<file path="config.mk">
export PLATFORM = sky130hd
export DESIGN_NAME = scf_cordic
export DESIGN_NICKNAME = d
export VERILOG_FILES = /design/src/rtl/spectral_current_field_top_assert.svh /design/src/rtl/scf_pkg.sv /design/src/rtl/scf_cordic.sv
export SDC_FILE = /design/constraint.sdc
export NUM_CORES = 2
export LEC_CHECK = 0
export BUFFER_PORTS_ARGS = -buffer_cell sky130_fd_sc_hd__buf_4
export CAP_MARGIN = 10
export CORE_ASPECT_RATIO = 1.25
export CORE_MARGIN = 3
export CORE_UTILIZATION = 65
export CTS_CLUSTER_DIAMETER = 50
export DETAILED_ROUTE_END_ITERATION = 8
export GPL_TIMING_DRIVEN = 0
export PLACE_DENSITY_LB_ADDON = 0.2
export SYNTH_ARGS = -nofsm -noshare
export SYNTH_HDL_FRONTEND = slang
export SYNTH_SLANG_ARGS = --single-unit
</file>
<file path="constraint.sdc">
create_clock -name clock -period 10.4 [get_ports clock]
set_clock_uncertainty 0.15 [all_clocks]
set_input_delay 1.04 -clock clock [delete_from_list [all_inputs] [get_ports clock]]
set_output_delay 1.04 -clock clock [all_outputs]
set_load 0.005 [all_outputs]
</file>
<file path="src/rtl/spectral_current_field_top_assert.svh">
// Assertion macros for the spectral current field block.
`ifndef SPECTRAL_CURRENT_FIELD_TOP_ASSERT_SVH
`define SPECTRAL_CURRENT_FIELD_TOP_ASSERT_SVH
`ifndef ASSERT_OFF
`define SCF_ASSERT_IMPL(label, clk, rst, pre, post) \
   label: assert property (@(posedge clk) disable iff (rst) (pre) |-> (post)) \
      else $error("scf check failed");
`define SCF_ASSERT_NEXT(label, clk, rst, pre, post) \
   label: assert property (@(posedge clk) disable iff (rst) (pre) |=> (post)) \
      else $error("scf check failed");
`else
`define SCF_ASSERT_IMPL(label, clk, rst, pre, post)
`define SCF_ASSERT_NEXT(label, clk, rst, pre, post)
`endif
`endif

</file>
<file path="src/rtl/scf_pkg.sv">
// Package: constants, types and tables of the spectral current field block.
`default_nettype none
package scf_pkg;
   localparam int CORDIC_STAGES_DEF = 16;
   localparam int FRAC_BITS_DEF     = 16;
   localparam logic [33:0] CORDIC_GAIN = 34'd652032874;
   localparam logic [29:0] PHASE_SCALE = 30'd777472128;
   localparam logic [15:0] AMP_SCALE   = 16'd33733;
   localparam int AMP_FRAC = 14;
   localparam logic [63:0] FIELD_CLAMP = 64'd1 << 36;

   typedef enum logic [2:0] {
      REG_ROTATION  = 3'd0,
      REG_OFFSET_X  = 3'd1,
      REG_OFFSET_Y  = 3'd2,
      REG_WAVE      = 3'd3,
      REG_AMPLITUDE = 3'd4,
      REG_CORIOLIS  = 3'd5,
      REG_GRAVITY   = 3'd6
   } scf_reg_type;

   typedef enum logic [2:0] {
      CFG_IDLE, CFG_MUL1, CFG_MUL2, CFG_MUL3, CFG_DIV
   } scf_state_type;

   typedef struct packed {
      logic        busy;
      logic [15:0] wave;
      logic [15:0] off_x;
      logic [15:0] off_y;
      logic [63:0] amp;
   } scf_cfg_type;

   function automatic logic [31:0] scf_atan(input logic [4:0] i);
      logic [31:0] r;
      case (i)
         5'd0:  r = 32'h20000000;  5'd1:  r = 32'h12E4051E;
         5'd2:  r = 32'h09FB385B;  5'd3:  r = 32'h051111D4;
         5'd4:  r = 32'h028B0D43;  5'd5:  r = 32'h0145D7E1;
         5'd6:  r = 32'h00A2F61E;  5'd7:  r = 32'h00517C55;
         5'd8:  r = 32'h0028BE53;  5'd9:  r = 32'h00145F2F;
         5'd10: r = 32'h000A2F98;  5'd11: r = 32'h000517CC;
         5'd12: r = 32'h00028BE6;  5'd13: r = 32'h000145F3;
         5'd14: r = 32'h0000A2FA;  5'd15: r = 32'h0000517D;
         5'd16: r = 32'h000028BE;  5'd17: r = 32'h0000145F;
         5'd18: r = 32'h00000A30;  5'd19: r = 32'h00000518;
         5'd20: r = 32'h0000028C;  5'd21: r = 32'h00000146;
         5'd22: r = 32'h000000A3;  5'd23: r = 32'h00000051;
         5'd24: r = 32'h00000029;  5'd25: r = 32'h00000014;
         5'd26: r = 32'h0000000A;  5'd27: r = 32'h00000005;
         5'd28: r = 32'h00000003;  5'd29: r = 32'h00000001;
         5'd30: r = 32'h00000001;  5'd31: r = 32'h00000000;
         default: r = 32'h00000000;
      endcase
      return r;
   endfunction
endpackage
`default_nettype wire

</file>
<file path="src/rtl/scf_cordic.sv">
// Pipelined rotation-mode CORDIC: cosine and sine of a 2^-32 turn angle.
`default_nettype none
module scf_cordic import scf_pkg::*; #(
   parameter int CORDIC_STAGES = CORDIC_STAGES_DEF,
   parameter int FRAC_BITS     = FRAC_BITS_DEF
) (
   input  wire                          clock,
   input  wire                          reset,
   input  wire                          en,
   input  wire                          in_valid,
   input  wire  [31:0]                  in_turn,
   output logic                         out_valid,
   output logic signed [FRAC_BITS+1:0]  out_cos,
   output logic signed [FRAC_BITS+1:0]  out_sin
);
   localparam int SH = 30 - FRAC_BITS;
   localparam logic signed [33:0] HALF = 34'sd1 <<< (SH - 1);

   logic signed [33:0] x_ff [0:CORDIC_STAGES];
   logic signed [33:0] y_ff [0:CORDIC_STAGES];
   logic signed [33:0] z_ff [0:CORDIC_STAGES];
   logic               flip_ff [0:CORDIC_STAGES];
   logic               valid_ff [0:CORDIC_STAGES];
   logic               out_valid_ff;
   logic signed [FRAC_BITS+1:0] cos_ff, sin_ff;

   logic        flip_in;
   logic [31:0] turn_in;
   assign flip_in = in_turn[31] ^ in_turn[30];
   assign turn_in = flip_in ? (in_turn + 32'h80000000) : in_turn;

   always_ff @(posedge clock) begin
      if (reset) begin
         valid_ff[0] <= 1'b0;
      end else if (en) begin
         valid_ff[0] <= in_valid;
      end
      if (en) begin
         x_ff[0]    <= $signed(CORDIC_GAIN);
         y_ff[0]    <= '0;
         z_ff[0]    <= {{2{turn_in[31]}}, turn_in};
         flip_ff[0] <= flip_in;
      end
   end

   for (genvar k = 0; k < CORDIC_STAGES; k++) begin : g_stage
      localparam logic [4:0] K5 = 5'(k);
      logic signed [33:0] dx, dy, at;
      assign dx = y_ff[k] >>> k;
      assign dy = x_ff[k] >>> k;
      assign at = $signed({2'b00, scf_atan(K5)});
      always_ff @(posedge clock) begin
         if (reset) begin
            valid_ff[k+1] <= 1'b0;
         end else if (en) begin
            valid_ff[k+1] <= valid_ff[k];
         end
         if (en) begin
            if (!z_ff[k][33]) begin
               x_ff[k+1] <= x_ff[k] - dx;
               y_ff[k+1] <= y_ff[k] + dy;
               z_ff[k+1] <= z_ff[k] - at;
            end else begin
               x_ff[k+1] <= x_ff[k] + dx;
               y_ff[k+1] <= y_ff[k] - dy;
               z_ff[k+1] <= z_ff[k] + at;
            end
            flip_ff[k+1] <= flip_ff[k];
         end
      end
   end

   logic signed [33:0] xf, yf, xr, yr;
   assign xf = flip_ff[CORDIC_STAGES] ? -x_ff[CORDIC_STAGES] : x_ff[CORDIC_STAGES];
   assign yf = flip_ff[CORDIC_STAGES] ? -y_ff[CORDIC_STAGES] : y_ff[CORDIC_STAGES];
   assign xr = (xf + HALF) >>> SH;
   assign yr = (yf + HALF) >>> SH;

   always_ff @(posedge clock) begin
      if (reset) begin
         out_valid_ff <= 1'b0;
      end else if (en) begin
         out_valid_ff <= valid_ff[CORDIC_STAGES];
      end
      if (en) begin
         cos_ff <= xr[FRAC_BITS+1:0];
         sin_ff <= yr[FRAC_BITS+1:0];
      end
   end

   assign out_valid = out_valid_ff;
   assign out_cos   = cos_ff;
   assign out_sin   = sin_ff;
endmodule
`default_nettype wire

</file>
# After elaboration in Yosys (flattened, before gate mapping)
# Memories as Yosys holds them, arrays and structs flattened. A register that Yosys moved wholly into a read port is not among the register bits.
# Cells that the tools add are included.
[op_classes]
n_addsub = 100
n_mux = 170
bitwise = 66
[op_table]
columns = ["operator", "n"]
rows = [
  ["$mux 34", 48],
  ["$mux 1", 119],
  ["$mux 32", 3],
  ["$add 34x19->34", 2],
  ["$add 34x20->34", 2],
  ["$add 34x21->34", 2],
  ["$add 34x22->34", 2],
  ["$add 34x23->34", 2],
  ["$add 34x24->34", 2],
  ["$add 34x25->34", 2],
  ["$add 34x26->34", 2],
  ["$add 34x27->34", 2],
  ["$add 34x28->34", 2],
  ["$add 34x29->34", 2],
  ["$add 34x30->34", 2],
  ["$add 34x31->34", 2],
  ["$add 34x32->34", 2],
  ["$add 34x33->34", 2],
  ["$sub 34x19->34", 2],
  ["$sub 34x20->34", 2],
  ["$sub 34x21->34", 2],
  ["$sub 34x22->34", 2],
  ["$sub 34x23->34", 2],
  ["$sub 34x24->34", 2],
  ["48 further kinds", 124],
]
[totals]
register_bits = 36
mem_bits_rw = 1768
out_inout_bits = 37
elab_cells = 343
memories = 5
[memory_table]
columns = ["name", "words", "width", "read_ports", "rd_ports_with_merged_regs", "wr", "line_no", "source"]
rows = [
  ["x_ff", 17, 34, 17, 0, 17, "scf_cordic.sv:19", "logic signed [33:0] x_ff [0:CORDIC_STAGES];"],
  ["y_ff", 17, 34, 17, 0, 17, "scf_cordic.sv:20", "logic signed [33:0] y_ff [0:CORDIC_STAGES];"],
  ["z_ff", 17, 34, 16, 0, 17, "scf_cordic.sv:21", "logic signed [33:0] z_ff [0:CORDIC_STAGES];"],
  ["flip_ff", 17, 1, 17, 0, 17, "scf_cordic.sv:22", "logic flip_ff [0:CORDIC_STAGES];"],
  ["valid_ff", 17, 1, 17, 1, 17, "scf_cordic.sv:23", "logic valid_ff [0:CORDIC_STAGES];"],
]

# Depth between registers and ports, before layout
# An unclocked memory read counts as a cell.
[logic_depth]
depth_word = 5
mapped_depth = 21
depth_no_buf = 21

# Least setup slack after synthesis
# OpenSTA, ideal clock, no wires.
[synth_timing]
kind = "in2reg"
start = "in en"
end = "mem x_ff[5][28] (data pin)"
setup_time_ns = 0.258
arrival_time_ns = 5.407
required_time_ns = 9.992
setup_slack_ns = 4.585
cell_stages = 17
cell_sequence = "clkbuf_1 -> clkbuf_1 -> nand2_1 -> clkbuf_1 -> clkbuf_1 -> o21ai_0 -> fa_1 -> a21o_1 -> a21oi_1 -> o21ai_0 -> a211oi_1 -> a21oi_1 -> a221oi_1 -> o21ai_1 -> or2_2 -> a21oi_1 -> xnor2_1"
[synth_rtl]
columns = ["item", "line_no", "source"]
rows = [
  ["start: declaration", "scf_cordic.sv:9", "input wire en,"],
  ["end: declaration", "scf_cordic.sv:19", ""],
]

==> flow_metrics.env <==
export IMPL_end_kind="flip-flop"
export IMPL_row_count=182
export IMPL_start_kind="primary input"
export IMPL_hold_ws_ps=191
export IMPL_grt_max_degree=87
export IMPL_fin_crit_ps=9270
export IMPL_syn_area_per_cell_um2=9.58
export IMPL_post_cts_buffers=0
export IMPL_hold_buffers=0
export IMPL_viasPerCell=6.41
export IMPL_grt_pass1_wl_mm=545
export IMPL_cts_resized=0
export IMPL_crit_chain="buf_4 -> clkbuf_1 -> clkbuf_1 -> nand2_1 -> inv_1 -> clkbuf_1 -> clkbuf_2 -> nor2_1 -> xnor2_1 -> ha_1 -> o2111ai_1 -> a21boi_0 -> a2111oi_0 -> buf_2 -> a2111oi_0 -> o21ai_0 -> a21o_1 -> a31oi_1 -> mux2i_1 -> nand2_1"
export IMPL_whs_path_depth=1
export IMPL_wire_per_inst_um=21.0
export IMPL_cts_root_buf="clkbuf_16"
export IMPL_numCtsBuffers=178
export IMPL_hp_class="in -> reg"
export IMPL_core_area_mm2=0.197
export IMPL_hold_start="in_turn[26]"
export IMPL_maxCapViolCount=0
export IMPL_clk_pin_slew_ps=60
export IMPL_clock_latency_ps=860
export IMPL_crit_type="in -> reg"
export IMPL_gp_congestion=0.993
export IMPL_start_util_pct=65.6
export IMPL_grt_pass1_vias=103432
export IMPL_synthArstFlopShare_pct=0
export IMPL_syn_inst=13531
export IMPL_drtAntennaViolNets=0
export IMPL_path_max_fanout=37
export IMPL_hold_violations=0
export IMPL_drcViolationCount=0
export IMPL_max_freq_ghz=0.108
export IMPL_worst_pin_slew_ps=1290
export IMPL_h_tree_depth=4
export IMPL_synth_nets=15004
export IMPL_drtIter0Drc=8449
export IMPL_crit_top_cell="clkbuf_1"
export IMPL_critPathMaxStageDelay_ps=990
export IMPL_dieArea_mm2=0.205
export IMPL_ys_seq_area_share_pct=36.4
export IMPL_first_pass_iters=8
export IMPL_synth_edf_count=1569
export IMPL_setup_viol=0
export IMPL_grt_usage_pct=33.0
export IMPL_hpwl_mm=277
export IMPL_antenna_found_initial=9
export IMPL_fp_dieW_um=405
export IMPL_r2r_start="z_ff[5][33]"
export IMPL_maxSlewViolCount=0
export IMPL_drive_gt1_share_pct=4.19
export IMPL_pin_count=73
export IMPL_required_ps=10870
export IMPL_syn2layout_area_growth_pct=8.27
export IMPL_nNetsFinal=15284
export IMPL_yosysUniqueCellTypes=96
export IMPL_num_vias=105927
export IMPL_layout_worst_path_cycle_share_pct=89.1
export IMPL_worst_path_max_delay_cell="a2111oi_0"
export IMPL_ys_ff_latch=1570
export IMPL_cts_tree="built"
export IMPL_crit_start="en"
export IMPL_portBuffers=72
export IMPL_clk_path_buf_depth=3
export IMPL_cts_sinks=1570
export IMPL_status="complete, no violations"
export IMPL_ys_warn_count=0
export IMPL_drt_total_wl_mm=347
export IMPL_ys_flop_type="edfxtp_1"
export IMPL_cp_arrival_ps=9740
export IMPL_slew_headroom_pct=13.9
export IMPL_overflow=0
export IMPL_fp_dieH_um=505
export IMPL_rsz0062_at_grt="no"
export IMPL_synth_area_mm2=0.130
export IMPL_reg2reg_depth=17
Yosys cell counts (122+ instances only):
cell         n  share of area [%]
nand2b_1   195               0.94
o21a_1     223                1.3
inv_1      623                1.8
a21oi_1   1304                5.0
or3_1      122               0.59
nor2b_1    175               0.84
a21o_1     585                3.4
a211oi_1   153               0.89
edfxtp_1  1569                 36
a31oi_1    141               0.68
nand3_1    233               0.90
nand2_1    789                2.3
o21ai_0    758                2.9
nor3_1     355                1.4
xor2_1     567                3.8
and3_1     129               0.62
clkbuf_1   174               0.50
o21bai_1   161               0.93
o31ai_1    173                1.0
nor2_1    1094                3.2
xnor2_1   1264                8.5
ha_1      1393                 13
state kept, by name, summed over array words and instances, names as in the netlist:
| name | flops |
|---|---|
| flip_ff | 17 |
| out_cos | 18 |
| out_sin | 18 |
| out_valid | 1 |
| valid_ff | 17 |
| x_ff | 482 |
| y_ff | 509 |
| z_ff | 508 |
critical path, delay by kind of cell:
kind            cells  cell delay, ps
simple gates        3             880
xor+xnor            1             190
buf+inv             7            4130
fa+ha+maj           1             370
mux                 1             230
compound gates      7            2790
placed cells by master (no fill, tap or decap), drive strengths merged, types with 223 or more instances in the layout:
cell and instances:
nand2 790, edfxtp 1569, xnor2 1265, o21ai 786
nand3 234, ha 1393, a21o 585, nor2 1094
o21a 223, inv 652, nor3 355, a21oi 1304
clkbuf 379, xor2 567
worst paths after layout:
path | endpoint | slack (ps)
min | z_ff[0][26] | 190
max reg2reg | y_ff[6][31] | 3470
min reg2reg | z_ff[1][18] | 270
max | y_ff[6][31] | 1130
kinds of logic (layout without fill, tap and decap cells):
| family | Yosys count | after routing | share of synthesized area [%] |
|---|---|---|---|
| compound gates | 4158 | 4158 | 20.5 |
| simple gates | 3584 | 3584 | 13.3 |
| xor+xnor | 1832 | 1832 | 12.4 |
| flops | 1570 | 1570 | 36.4 |
| fa+ha+maj | 1438 | 1438 | 14.1 |
| buf+inv | 841 | 1270 | 2.44 |
| mux | 108 | 108 | 0.866 |
| other cells | 0 | 2 | 0 |
metrics by stage:
step | instances | worst slack, ps | TNS, ps | instance area [um2] | utilization [%]
floorplan | 13531 | 4590 | 0 | 130000 | -
global placement | 16179 | -832 | -8550 | 133000 | 67.6
detailed placement | 16202 | -153 | -153 | 134000 | 67.9
CTS | 16531 | 762 | 0 | 140000 | 71.0
global route | 16537 | 955 | 0 | 140000 | 71.1
finish | 16538 | 1130 | 0 | 140000 | 71.1
layer usage:
layer,up-vias,track usage (%),part of all wire [%]
met1,50048,37.4,38
li1,51023,-,-
met5,-,0,0.0069
met4,4,20.8,7.1
met2,3740,58.3,49
met3,1112,4.57,5.6
layout make-up:
type	count	area [um2]
Antenna cell	2	5.00
Sequential cell	1570	47100
Timing Repair Buffer	100	1150
Clock buffer	204	4570
Inverter	628	2360
Tap cell	2576	3220
Clock inverter	125	1680
Fill cell	14679	57100
Multi-Input combinational cell	11120	79300
Buffer	213	893
Power is not shown: default switching activity piles up to over one toggle a cycle in this logic, so the estimate is an artifact.
